===== src/rmmc_pkg.sv =====
// Shared types, constants and helper functions of the rover motion mode controller.
package rmmc_pkg;

  localparam int unsigned SPEED_W   = 7;
  localparam int unsigned HEADING_W = 9;
  localparam int unsigned DIST_W    = 16;
  localparam int unsigned CORR_W    = 8;
  localparam int unsigned NUM_MOTORS = 3;
  localparam int unsigned IN_DATA_W  = 48;
  localparam int unsigned OUT_DATA_W = 64;
  localparam int unsigned CFG_IDX_W  = 2;

  localparam logic [SPEED_W-1:0] TURN_SPEED_RST = 7'd30;
  localparam logic [SPEED_W-1:0] MOVE_SPEED_RST = 7'd40;
  localparam logic [SPEED_W-1:0] STOP_THR_RST   = 7'd30;
  localparam logic [SPEED_W-1:0] SPEED_MAX      = 7'd127;

  // Motor packet addresses are MOTOR_ADDR_BASE + motor number.
  localparam logic [7:0] MOTOR_ADDR_BASE = 8'd128;

  typedef enum logic [1:0] {
    MODE_IDLE    = 2'd0,
    MODE_MOVING  = 2'd1,
    MODE_TURNING = 2'd2,
    MODE_WAITING = 2'd3
  } mode_t;

  typedef enum logic [1:0] {
    OP_SENSORS = 2'd0,
    OP_NAV     = 2'd1,
    OP_ARM     = 2'd2,
    OP_PID     = 2'd3
  } opcode_t;

  typedef enum logic [CFG_IDX_W-1:0] {
    CFG_TURN_SPEED = 2'd0,
    CFG_MOVE_SPEED = 2'd1,
    CFG_STOP_THR   = 2'd2
  } cfg_idx_t;

  typedef struct packed {
    logic [SPEED_W-1:0] turn_speed;
    logic [SPEED_W-1:0] move_speed;
    logic [SPEED_W-1:0] stop_threshold;
  } cfg_t;

  typedef struct packed {
    opcode_t               opcode;
    logic [HEADING_W-1:0]  sensor_heading;
    logic                  collision_flag;
    logic [HEADING_W-1:0]  goal_heading;
    logic [DIST_W-1:0]     goal_distance;
    logic                  arm_request;
    logic signed [CORR_W-1:0] speed_correction;
  } item_t;

  typedef struct packed {
    mode_t                                mode;
    logic [SPEED_W-1:0]                   speed;
    logic [HEADING_W-1:0]                 heading;
    logic [HEADING_W-1:0]                 tgt_heading;
    logic [DIST_W-1:0]                    tgt_dist;
    logic [NUM_MOTORS-1:0]                pkt_dir;
    logic [NUM_MOTORS-1:0][SPEED_W-1:0]   pkt_speed;
  } state_t;

  // Packet checksum: (address + direction + speed) kept to seven bits.
  function automatic logic [SPEED_W-1:0] pkt_check(input logic [1:0] motor,
                                                   input logic dir,
                                                   input logic [SPEED_W-1:0] spd);
    logic [SPEED_W-1:0] sum;
    sum = MOTOR_ADDR_BASE[SPEED_W-1:0] + {5'd0, motor} + {6'd0, dir} + spd;
    return sum;
  endfunction

endpackage


===== src/rmmc_cfg.sv =====
// Configuration register bank of the rover motion mode controller.
module rmmc_cfg
  import rmmc_pkg::*;
(
  input  logic                 clk,
  input  logic                 rst,
  input  logic                 wr_en,
  input  logic [CFG_IDX_W-1:0] wr_index,
  input  logic [SPEED_W-1:0]   wr_data,
  output cfg_t                 cfg
);

  always_ff @(posedge clk) begin
    if (rst) begin
      cfg.turn_speed     <= TURN_SPEED_RST;
      cfg.move_speed     <= MOVE_SPEED_RST;
      cfg.stop_threshold <= STOP_THR_RST;
    end else if (wr_en) begin
      case (cfg_idx_t'(wr_index))
        CFG_TURN_SPEED: cfg.turn_speed     <= wr_data;
        CFG_MOVE_SPEED: cfg.move_speed     <= wr_data;
        CFG_STOP_THR:   cfg.stop_threshold <= wr_data;
        default: ;
      endcase
    end
  end

endmodule


===== src/rmmc_step.sv =====
// Next-state logic of the mode machine for one message.
module rmmc_step
  import rmmc_pkg::*;
(
  input  item_t  item,
  input  state_t st,
  input  cfg_t   cfg,
  output state_t st_next
);

  logic [HEADING_W-1:0]  heading_n;
  logic signed [9:0]     diff;
  logic                  stop_hit;
  logic [HEADING_W-1:0]  th;
  logic [DIST_W-1:0]     td;
  mode_t                 idle_mode;

  assign heading_n = (item.opcode == OP_SENSORS) ? item.sensor_heading : st.heading;
  // Speed is 0..127 and the correction -128..127, so ten signed bits hold the difference.
  assign diff     = $signed({3'b000, st.speed}) - $signed({{2{item.speed_correction[7]}},
                                                           item.speed_correction});
  assign stop_hit = diff <= $signed({3'b000, cfg.stop_threshold});

  always_comb begin
    st_next         = st;
    st_next.heading = heading_n;
    th              = st.tgt_heading;
    td              = st.tgt_dist;
    idle_mode       = MODE_IDLE;

    case (st.mode)
      MODE_IDLE: begin
        // The arm request is taken first; a pending turn or move overrides it.
        if (item.opcode == OP_NAV) begin
          th = item.goal_heading;
          td = item.goal_distance;
        end else if (item.opcode == OP_ARM && item.arm_request) begin
          idle_mode = MODE_WAITING;
        end
        st_next.mode        = idle_mode;
        st_next.tgt_heading = th;
        st_next.tgt_dist    = td;
        if (th != heading_n) begin
          st_next.speed = cfg.turn_speed;
          st_next.mode  = MODE_TURNING;
        end else if (td != '0) begin
          st_next.tgt_dist = '0;
          st_next.speed    = cfg.move_speed;
          st_next.mode     = MODE_MOVING;
        end
      end
      MODE_MOVING: begin
        if (item.opcode == OP_PID) begin
          if (stop_hit) begin
            st_next.tgt_dist = '0;
            st_next.speed    = '0;
            st_next.mode     = MODE_IDLE;
          end else if (diff > $signed({3'b000, SPEED_MAX})) begin
            st_next.speed = SPEED_MAX;
          end else begin
            st_next.speed = diff[SPEED_W-1:0];
          end
        end else if (item.opcode == OP_SENSORS && item.collision_flag) begin
          st_next.speed = '0;
          st_next.mode  = MODE_IDLE;
        end
        st_next.pkt_dir      = 3'b001;
        st_next.pkt_speed[0] = st_next.speed;
        st_next.pkt_speed[1] = st_next.speed;
        st_next.pkt_speed[2] = '0;
      end
      MODE_TURNING: begin
        if (st.tgt_heading == heading_n) begin
          st_next.speed = '0;
          st_next.mode  = MODE_IDLE;
        end else begin
          st_next.pkt_dir   = (st.tgt_heading > heading_n) ? 3'b000 : 3'b111;
          st_next.pkt_speed = {NUM_MOTORS{st.speed}};
        end
      end
      default: begin
        if (item.opcode == OP_ARM && !item.arm_request) st_next.mode = MODE_IDLE;
      end
    endcase
  end

endmodule


===== src/rover_motion_mode_controller.sv =====
// Top level of the rover motion mode controller: input stage, mode state and result word.
//
//  channel | signals                                | word
//  --------+----------------------------------------+---------------------------------
//  s_*     | s_tvalid s_tready s_tuser s_tdata      | one message in
//  m_*     | m_tvalid m_tready m_tdata              | mode, speed, heading, 3 packets
//  cfg_*   | cfg_valid cfg_ready cfg_index cfg_data | register write
//
// A message is held in the input register and is then applied to the state register; the
// updated state register is the result word, and one message can be taken every cycle while
// m_tready does not stall the result. The rate is set by the state update loop.
// Reset clears the input stage and sets mode idle, speed, heading, target and packets to zero.
// While a result waits, the input register still fills; only then is s_tready dropped.
module rover_motion_mode_controller
  import rmmc_pkg::*;
(
  input  logic                  clk,
  input  logic                  rst,
  input  logic                  s_tvalid,
  output logic                  s_tready,
  input  logic [1:0]            s_tuser,   // opcode
  // sensor_heading, collision_flag, goal_heading, goal_distance, arm_request,
  // speed_correction, zero pad
  input  logic [IN_DATA_W-1:0]  s_tdata,
  output logic                  m_tvalid,
  input  logic                  m_tready,
  // mode_now, speed_now, heading_now, m1_direction, m1_speed, m1_check,
  // m2_direction, m2_speed, m2_check, m3_direction, m3_speed, m3_check, zero pad
  output logic [OUT_DATA_W-1:0] m_tdata,
  input  logic                  cfg_valid,
  output logic                  cfg_ready,
  input  logic [CFG_IDX_W-1:0]  cfg_index,
  input  logic [SPEED_W-1:0]    cfg_data
);

  cfg_t   cfg;
  item_t  in_item;
  logic   in_valid;
  state_t st;
  state_t st_next;
  logic   load;
  logic   [SPEED_W-1:0] chk1, chk2, chk3;

  assign cfg_ready = 1'b1;

  rmmc_cfg u_cfg (
    .clk      (clk),
    .rst      (rst),
    .wr_en    (cfg_valid),
    .wr_index (cfg_index),
    .wr_data  (cfg_data),
    .cfg      (cfg)
  );

  // The result register is free when empty or when its word leaves this cycle.
  assign load     = in_valid && (!m_tvalid || m_tready);
  assign s_tready = !in_valid || load;

  always_ff @(posedge clk) begin
    if (rst) begin
      in_valid <= 1'b0;
    end else if (s_tready) begin
      in_valid <= s_tvalid;
    end
  end

  always_ff @(posedge clk) begin
    if (s_tready && s_tvalid) begin
      in_item.opcode           <= opcode_t'(s_tuser);
      in_item.sensor_heading   <= s_tdata[8:0];
      in_item.collision_flag   <= s_tdata[9];
      in_item.goal_heading     <= s_tdata[18:10];
      in_item.goal_distance    <= s_tdata[34:19];
      in_item.arm_request      <= s_tdata[35];
      in_item.speed_correction <= s_tdata[43:36];
    end
  end

  rmmc_step u_step (
    .item    (in_item),
    .st      (st),
    .cfg     (cfg),
    .st_next (st_next)
  );

  // An all-zero state is mode idle with every packet cleared.
  always_ff @(posedge clk) begin
    if (rst) begin
      st       <= '0;
      m_tvalid <= 1'b0;
    end else begin
      if (load) st <= st_next;
      if (load) begin
        m_tvalid <= 1'b1;
      end else if (m_tready) begin
        m_tvalid <= 1'b0;
      end
    end
  end

  assign chk1 = pkt_check(2'd0, st.pkt_dir[0], st.pkt_speed[0]);
  assign chk2 = pkt_check(2'd1, st.pkt_dir[1], st.pkt_speed[1]);
  assign chk3 = pkt_check(2'd2, st.pkt_dir[2], st.pkt_speed[2]);

  assign m_tdata = {1'b0,
                    chk3, st.pkt_speed[2], st.pkt_dir[2],
                    chk2, st.pkt_speed[1], st.pkt_dir[1],
                    chk1, st.pkt_speed[0], st.pkt_dir[0],
                    st.heading, st.speed, st.mode};

  // A straight move always starts with its distance consumed.
  a_moving_dist_clear: assert property (@(posedge clk) disable iff (rst)
    st.mode == MODE_MOVING |-> st.tgt_dist == '0)
    else $error("moving with a nonzero target distance");

  // State changes only when a message is applied.
  a_state_only_on_load: assert property (@(posedge clk) disable iff (rst)
    !load |=> $stable(st))
    else $error("state changed without a message");

  // With both stages full and the result stalled, no new message may enter.
  a_backpressure: assert property (@(posedge clk) disable iff (rst)
    in_valid && m_tvalid && !m_tready |-> !s_tready)
    else $error("input accepted while both stages are full");

endmodule

===== config.mk =====
export PLATFORM = sky130hd
export DESIGN_NAME = rover_motion_mode_controller
export DESIGN_NICKNAME = d
export VERILOG_FILES = /design/src/rmmc_pkg.sv /design/src/rmmc_cfg.sv /design/src/rmmc_step.sv /design/src/rover_motion_mode_controller.sv
export SDC_FILE = /design/constraint.sdc
export NUM_CORES = 1
export LEC_CHECK = 0
export BUFFER_PORTS_ARGS = -buffer_cell sky130_fd_sc_hd__buf_2
export CAP_MARGIN = 0
export CORE_ASPECT_RATIO = 1.2
export CORE_UTILIZATION = 38
export CTS_BUF_LIST = sky130_fd_sc_hd__clkbuf_8
export DETAILED_ROUTE_END_ITERATION = 12
export SYNTH_ARGS = -nofsm -noshare
export SYNTH_HDL_FRONTEND = slang
export SYNTH_HIERARCHICAL = 1
export SYNTH_SLANG_ARGS = --single-unit

===== constraint.sdc =====
create_clock -name clk -period 7.1 [get_ports clk]
set_input_delay 1.42 -clock clk [delete_from_list [all_inputs] [get_ports clk]]
set_output_delay 1.42 -clock clk [all_outputs]
set_load 0.01 [all_outputs]

; Word level (Yosys, flattened, before mapping)
; Cells that the tools add are included.
[classes]
n_reduce_logical = 27
n_lt_le_gt_ge = 3
n_addsub = 6
mux = 28
n_eq_ne = 16
[op_table]
columns = cell, count
row1 = $mux 16, 6
row2 = $mux 9, 8
row3 = $pmux 24 s2, 1
row4 = $pmux 16 s2, 1
row5 = $mux 24, 1
row6 = $pmux 7 s3, 1
row7 = $reduce_bool 16->1, 1
row8 = $mux 7, 2
row9 = $gt 10x8->1 const B, 1
row10 = $le 10x8->1, 1
row11 = $eq 9x9->1, 1
row12 = $gt 9x9->1, 1
row13 = $ne 9x9->1, 1
row14 = $sub 8x8->9, 1
row15 = $eq 2x2->1 const B, 4
row16 = $mux 2, 4
row17 = $reduce_and 2->1, 4
row18 = $reduce_and 4->1, 2
row19 = $add 1x7->7, 1
row20 = $add 2x7->7, 1
row21 = $add 3x7->7, 1
row22 = $eq 2x1->1 const B, 3
row23 = $logic_not 2->1, 3
row24 = $ne 2x1->1 const B, 3
row25 = other kinds (16), 27
[totals]
elab_cells = 101
input_bits = 64
reg_bits = 136
output_inout_bits = 67

; Depth between registers and ports, before layout
; Gate-level depths: netlist of run 1.
[logic_depth]
ltp_word = 7
mapped_depth = 19
depth_no_buf = 18

; Hierarchy
; The synthesis of run 1 kept the hierarchy.
[by_module_without_submodules]
columns = mod, instances, seq_area_each_um2, area_each_um2, cells_per_inst
row1 = rover_motion_mode_controller, 1, 2762.6, 4809.6, 453
row2 = rmmc_step, 1, 0.0, 2538.7, 354
row3 = rmmc_cfg, 1, 420.4, 860.8, 84

; Worst setup path after synthesis of run 1
; OpenSTA, ideal clock, no wires.
[synth_timing]
kind = register to register
startpoint = reg m_tdata[2] (netlist name)
endpoint = reg m_tdata[1] (netlist name)
period_less_slack_ns = 3.534
arrival_time_ns = 3.415
path_stages_with_launch = 19
required_time_ns = 6.981
path_buffers = 0
setup_slack_ns = 3.566
setup_ns = 0.119
cell_sequence = dfxtp_1 > inv_1 > ha_1 > fa_1 > nor2b_1 > o31a_1 > o21ai_0 > a21oi_1 > ha_1 > a211oi_1 > o21ai_0 > o221a_2 > nand2b_1 > o21a_1 > or3_1 > a32o_1 > and2_1 > nand3_1 > a21oi_1
[synth_via]
elab_chain_cells = 4
[synth_rtl]
columns = element, line_no
row1 = $sub 8x8->9, rmmc_step.sv:20  ; assign diff = $signed({3'b000, st.speed}) - $signed({{2{item.speed_correction[7]}},
row2 = $le 10x8->1, rmmc_step.sv:22  ; assign stop_hit = diff <= $signed({3'b000, cfg.stop_threshold});
row3 = $ne 3x2->1 (no source line), n/a
row4 = $reduce_and 5->1 (no source line), n/a
; Every way passes these cells.
; A chain may end at the register's enable or synchronous reset.

; Worst setup path in the final report of run 1
[layout_timing]
startpoint = reg m_tdata[2] (netlist name)
endpoint = reg m_tdata[1] (netlist name)
[layout_via]
elab_chain_cells = 4
[layout_rtl]
columns = element, line_no
row1 = $sub 8x8->9, rmmc_step.sv:20
row2 = $le 10x8->1, rmmc_step.sv:22
row3 = $ne 3x2->1 (no source line), n/a
row4 = $reduce_and 5->1 (no source line), n/a
; Every way passes these cells.

==> results.sh, run 1 <==
export IMPL_min_path_type="reg2reg"
export IMPL_synth_area_mm2=0.00821
export IMPL_fin_util_pct=42.3
export IMPL_synth_nets=989
export IMPL_setup_slack_ps=2830
export IMPL_max_freq_mhz=234
export IMPL_fin_tns_setup_ps=0
export IMPL_cts_max_level=4
export IMPL_num_rows=58
export IMPL_ctsResizeCount=0
export IMPL_ioPinCount=131
export IMPL_gr_usage_all_layers_pct=19.8
export IMPL_hold_viol_final=0
export IMPL_r2r_cells=18
export IMPL_die_area_mm2=0.0222
export IMPL_synth_most_common_cell="dfxtp_1"
export IMPL_fin_nets=1032
export IMPL_cts_setup_buffers=0
export IMPL_synth_top_area_cell="dfxtp_1"
export IMPL_multi_input_area_mm2=0.00415
export IMPL_finalWirelength_mm=21.6
export IMPL_drtIter0Drc=663
export IMPL_coreArea_mm2=0.0210
export IMPL_ys_ff_latch=136
export IMPL_max_cap_viol_count=0
export IMPL_wl_per_cell_um=17.8
export IMPL_grt_busiest_layer="met2"
export IMPL_clock_skew_ps=17.2
export IMPL_synth_top_cells_by_area="dfxtp_1 (22%), edfxtp_1 (17%), ha_1 (5.0%), buf_4 (4.8%), mux2i_1 (4.5%)"
export IMPL_area_delta_synth_final_pct=8.49
export IMPL_via_per_inst=5.59
export IMPL_drcViolationCount=0
export IMPL_overflow=0
export IMPL_grt_pass1_wl_mm=33.9
export IMPL_antenna_left=0
export IMPL_holdBufCountCts=0
export IMPL_syn_avg_cell_area_um2=9.21
export IMPL_n_fill_cell=2096
export IMPL_crit_required_ps=7400
export IMPL_drv_slew=0
export IMPL_start_util_pct=39.0
export IMPL_insertion_delay_ps=470
export IMPL_drt_first_pass_iters=5
export IMPL_die_h_um=163
export IMPL_hold_ws_ps=477
export IMPL_slew_headroom_pct=23.4
export IMPL_clkSinkCount=136
export IMPL_seqCellArea_mm2=0.00318
export IMPL_root_buffer="clkbuf_8"
export IMPL_die_width_um=136
export IMPL_min_period_over_period_pct=60.2
export IMPL_numCtsBuffers=17
export IMPL_rsz0062_at_grt="no"
export IMPL_synthArstFlopShare_pct=0
export IMPL_finalSetupViolCount=0
export IMPL_cts_tree="built"
export IMPL_grt_use_met2_pct=30.5
export IMPL_grt_pass1_vias=6361
export IMPL_yosysSeqAreaShare_pct=38.8
export IMPL_synth_enable_flop_cells=46
export IMPL_crit_fanout=11
export IMPL_cts_buffer_depth=2
export IMPL_r2r_setup_slack_ps=2830
export IMPL_synth_commonest_cells="dfxtp_1 (90), a21oi_1 (72), nand3_1 (69)"
export IMPL_antenna_found_initial=0
export IMPL_grt_met3_usage_pct=3.51
export IMPL_hpwl_mm=14.3
export IMPL_crit_chain="inv_1, ha_1, fa_1, nor2b_1, o31a_1, o21ai_0, a21oi_1, ha_1, a211oi_1, o21ai_0, o221a_2, nand2b_1, o21a_1, or3_1, a32o_1, and2_1, nand3_1, a21oi_1"
export IMPL_cp_slowest_cell="dfxtp_1"
export IMPL_fin_crit_ps=4270
export IMPL_vias=6799
export IMPL_ir_drop_v=0.000113
export IMPL_io_buffers=124
export IMPL_path_clk_slew_ps=80
export IMPL_end_kind="flop"
export IMPL_power_leakage_nw=3.54
export IMPL_grt_use_met1_pct=27.4
export IMPL_pre_cts_ws_ps=2840
export IMPL_synth_top_area_share_pct=21.9
export IMPL_slowest_delay_ps=450
export IMPL_hold_path_cell_count=2
export IMPL_run_status="finished, final reports clean"
export IMPL_crit_type="reg2reg"
export IMPL_ys_types=66
export IMPL_grt_max_degree=102
export IMPL_synthFlopType="dfxtp_1"
export IMPL_synth_warning_count=6
export IMPL_arrival_ps=4570
export IMPL_startpoint_type="flop"
export IMPL_place_gp_congestion=0.824
export IMPL_synth_cells=891
export IMPL_power_density_mw_per_mm2=201
export IMPL_drive_above_1_share_pct=22.4
export IMPL_antenna_cells=0
export IMPL_worst_slew_pin_slew_ps=1150
worst max-delay path: cells and delay by family, from the launching register on:
family | cells | cell delay (ps)
buffers and inverters | 1 | 150
and+or+nand+nor | 5 | 900
adders and majority gates | 3 | 940
DFF | 1 | 450
AOI/OAI and AO/OA | 9 | 1670
metrics by stage:
step / power [W] / instance area [um^2] / cells
final: 0.00179 / 8910 / 1217
after global routing: 0.00187 / 8910 / 1217
after CTS: 0.00180 / 8910 / 1217
after detailed placement: 0.00116 / 8520 / 1185
after global placement: 0.00116 / 8520 / 1185
after floorplan: 0.00109 / 8210 / 891
area by class of cell:
| class | instances | share of cell area [%] |
|---|---|---|
| clock buffer | 17 | 2.63 |
| clock inverter | 15 | 1.73 |
| inverter | 48 | 2.05 |
| multi-input combinational | 601 | 46.6 |
| sequential | 136 | 35.8 |
| tap | 270 | 3.79 |
| timing repair buffer | 130 | 7.47 |
kinds of logic (layout without fill, tap and decap cells):
group | count (synthesis) | after routing | share of synthesized area [%]
other | 2 | 2 | 0.0915
adder cells (fa/ha/maj) | 34 | 34 | 5.27
buffers and inverters | 154 | 210 | 10.7
multiplexers | 54 | 54 | 6.84
XOR/XNOR | 28 | 28 | 2.99
AO/OA/AOI/OAI | 278 | 278 | 22.1
AND/OR/NAND/NOR | 205 | 205 | 13.2
flip-flops | 136 | 136 | 38.8
power by group:
part           total [W]  internal (W)  switching, W  leakage, nW
registers       0.000866      0.000835     0.0000308         1.18
clock network   0.000644      0.000312      0.000332        0.190
logic           0.000278      0.000110      0.000168         2.17
total            0.00179       0.00126      0.000530         3.54
metal layers:
layer / routed length (um) / part of all wire [%]
met2: 9990 / 46
met3: 1240 / 5.7
met1: 9950 / 46
met5: 0 / 0
met4: 452 / 2.1
cells in the final DEF (no fill, tap or decap), types with 8 or more instances in the layout:
| cell type | count |
|---|---|
| o221ai_1 | 12 |
| nor2_1 | 32 |
| nand2_1 | 35 |
| o21ai_0 | 64 |
| nor4_1 | 8 |
| nand3_2 | 9 |
| a21oi_1 | 72 |
| o21ai_1 | 26 |
| clkbuf_8 | 17 |
| dfxtp_1 | 89 |
| mux2i_1 | 37 |
| buf_2 | 124 |
| mux2_2 | 17 |
| nand2b_1 | 24 |
| nand3_1 | 69 |
| a22o_1 | 37 |
| edfxtp_1 | 46 |
| inv_1 | 46 |
| a21oi_2 | 12 |
| ha_1 | 33 |
| xnor2_1 | 22 |
registers in the layout, indices dropped and copies added, names as in the netlist:
register and count:
m_tdata 42, in_item 46, in_valid 1, m_tvalid 1, u_cfg/cfg 21, st 25
worst paths after layout:
kind           startpoint           end
max reg2reg    m_tdata[2]    m_tdata[1]
max            m_tdata[2]    m_tdata[1]
min          u_cfg/cfg[5]  u_cfg/cfg[5]
min reg2reg  u_cfg/cfg[5]  u_cfg/cfg[5]
Power figures use the tool's default switching activity.
==> run 2: changes to the inputs <==
clock period = 4.5 ns   (was 7.1 ns; I/O delays follow)
==> results.sh, run 2 (synthesized netlist as in run 1, its figures left out) <==
export IMPL_endpoint="m_tdata[1]"
export IMPL_ir_drop_v=0.000156
export IMPL_antenna_cells=0
export IMPL_drcViolationCount=0
export IMPL_max_cap_viol_count=0
export IMPL_grt_pass1_wl_mm=34.0
export IMPL_vias=6726
export IMPL_power_leakage_nw=3.61
export IMPL_clkSinkCount=136
export IMPL_multi_input_area_mm2=0.00415
export IMPL_grt_pass1_vias=6279
export IMPL_top_register="in_item"
export IMPL_crit_chain="inv_1, ha_1, fa_1, nor2b_1, o31a_1, o21ai_0, a21oi_2, ha_1, a211oi_1, o21ai_0, o221a_2, nand2b_1, o21a_2, or3_1, a32o_1, and2_1, nand3_1, a21oi_1"
export IMPL_dp_cells=1194
export IMPL_drv_slew=0
export IMPL_startpoint_type="flop"
export IMPL_fin_crit_ps=4100
export IMPL_ioPinCount=131
export IMPL_hold_ws_ps=480
export IMPL_overflow=0
export IMPL_clock_skew_ps=11.1
export IMPL_cts_tree="built"
export IMPL_hold_viol_final=0
export IMPL_n_fill_cell=2130
export IMPL_slew_headroom_pct=24.1
export IMPL_crit_required_ps=4830
export IMPL_grt_max_degree=70
export IMPL_fin_util_pct=42.9
export IMPL_r2r_end="m_tdata[1]"
export IMPL_r2r_start="m_tdata[2]"
export IMPL_die_area_mm2=0.0222
export IMPL_seqCellArea_mm2=0.00319
export IMPL_die_width_um=136
export IMPL_power_density_mw_per_mm2=321
export IMPL_cts_max_level=4
export IMPL_arrival_ps=4430
export IMPL_cp_buffers_inverters=1
export IMPL_hold_path_cell_count=2
export IMPL_crit_cells=18
export IMPL_drtIter0Drc=484
export IMPL_critPathTopFamily="compound AO/OA/AOI/OAI gates"
export IMPL_crit_path_start="m_tdata[2]"
export IMPL_cp_slowest_cell="fa_1"
export IMPL_antenna_found_initial=0
export IMPL_coreArea_mm2=0.0210
export IMPL_run_status="finished, final reports clean"
export IMPL_max_freq_mhz=244
export IMPL_cts_buffer_depth=2
export IMPL_num_rows=58
export IMPL_min_path_type="reg2reg"
export IMPL_io_buffers=124
export IMPL_numCtsBuffers=17
export IMPL_fin_tns_setup_ps=0
export IMPL_largest_reg_flops=46
export IMPL_area_delta_synth_final_pct=9.94
export IMPL_rsz0062_at_grt="no"
export IMPL_min_period_over_period_pct=91.1
export IMPL_insertion_delay_ps=450
export IMPL_drive_above_1_share_pct=23.5
export IMPL_end_kind="flop"
export IMPL_antenna_left=0
export IMPL_layout_common_cells="buf_2 (124), dfxtp_1 (88), a21oi_1 (71), nand3_1 (69), o21ai_0 (64)"
export IMPL_cts_setup_buffers=0
export IMPL_via_per_inst=5.49
export IMPL_r2r_cells=18
export IMPL_worst_slew_pin_slew_ps=1140
export IMPL_crit_type="reg2reg"
export IMPL_final_common_cell="buf_2"
export IMPL_start_util_pct=39.0
export IMPL_layoutNonFillerInstCount=1226
export IMPL_fin_nets=1041
export IMPL_finalWirelength_mm=21.8
export IMPL_hpwl_mm=14.9
export IMPL_r2r_setup_slack_ps=400
export IMPL_slowest_delay_ps=410
export IMPL_place_gp_congestion=0.834
export IMPL_finalSetupViolCount=0
export IMPL_die_h_um=163
export IMPL_path_clk_slew_ps=80
export IMPL_crit_fanout=11
export IMPL_gr_usage_all_layers_pct=19.8
export IMPL_drt_first_pass_iters=5
export IMPL_wl_per_cell_um=17.8
export IMPL_root_buffer="clkbuf_8"
[run 2: changes by cell type in the layout (fill, tap and decap cells not counted), sizes merged]
cell / change
clkbuf: +1
clkinvlp: -1
clkinv: -1
bufinv: +1
buf: +9
[run 2: worst min-delay path by stage]
stage | start | endpoint | slack (ps)
floorplan | u_cfg/cfg[13] | u_cfg/cfg[13] | 450
CTS | u_cfg/cfg[11] | u_cfg/cfg[11] | 480
detailed placement | u_cfg/cfg[11] | u_cfg/cfg[11] | 470
global route | u_cfg/cfg[13] | u_cfg/cfg[13] | 510
finish | u_cfg/cfg[11] | u_cfg/cfg[11] | 480
global placement | u_cfg/cfg[13] | u_cfg/cfg[13] | 460
[run 2: routing by layer]
layer	track usage [%]	wire length, um	share of wire (%)	up-vias
met5	0	0	0	-
met4	6.11	329	1.5	0
met3	3.57	1000	4.6	18
met2	31.1	10100	47	188
met1	27.5	10300	47	3217
li1	-	-	-	3303
[run 2: per-stage QoR]
step	instance area [um^2]	power, W	worst slack, ps
floorplan	8210	0.00172	966
global placement	8600	0.00184	399
detailed placement	8600	0.00184	305
CTS	9020	0.00291	268
global route	9020	0.00302	38.0
finish	9020	0.00290	399
[run 2: where the power goes]
part	internal (W)	switching (W)	total (W)	leakage [nW]
logic	0.000184	0.000278	0.000462	2.23
registers	0.00132	0.0000382	0.00136	1.18
clock network	0.000566	0.000517	0.00108	0.209
total	0.00207	0.000834	0.00290	3.61
[run 2: repair_timing]
item                       in CTS  in global routing
resized for setup               0                  3
hold buffers                    0                  0
setup endpoints to repair       0                  8
[run 2: area by class of cell]
class	instances	area share (%)
clock buffer	18	2.75
clock inverter	14	1.91
inverter	48	2.02
multi-input combinational	601	46.0
sequential	136	35.3
tap	270	3.74
timing repair buffer	139	8.26
[run 2: worst reg2reg max path, delay by kind of cell (launching register included)]
kind	cells	cell delay, ps
AO/OA/AOI/OAI	9	1660
adder cells (fa/ha/maj)	3	920
buffers and inverters	1	110
flip-flops	1	380
AND/OR/NAND/NOR	5	900
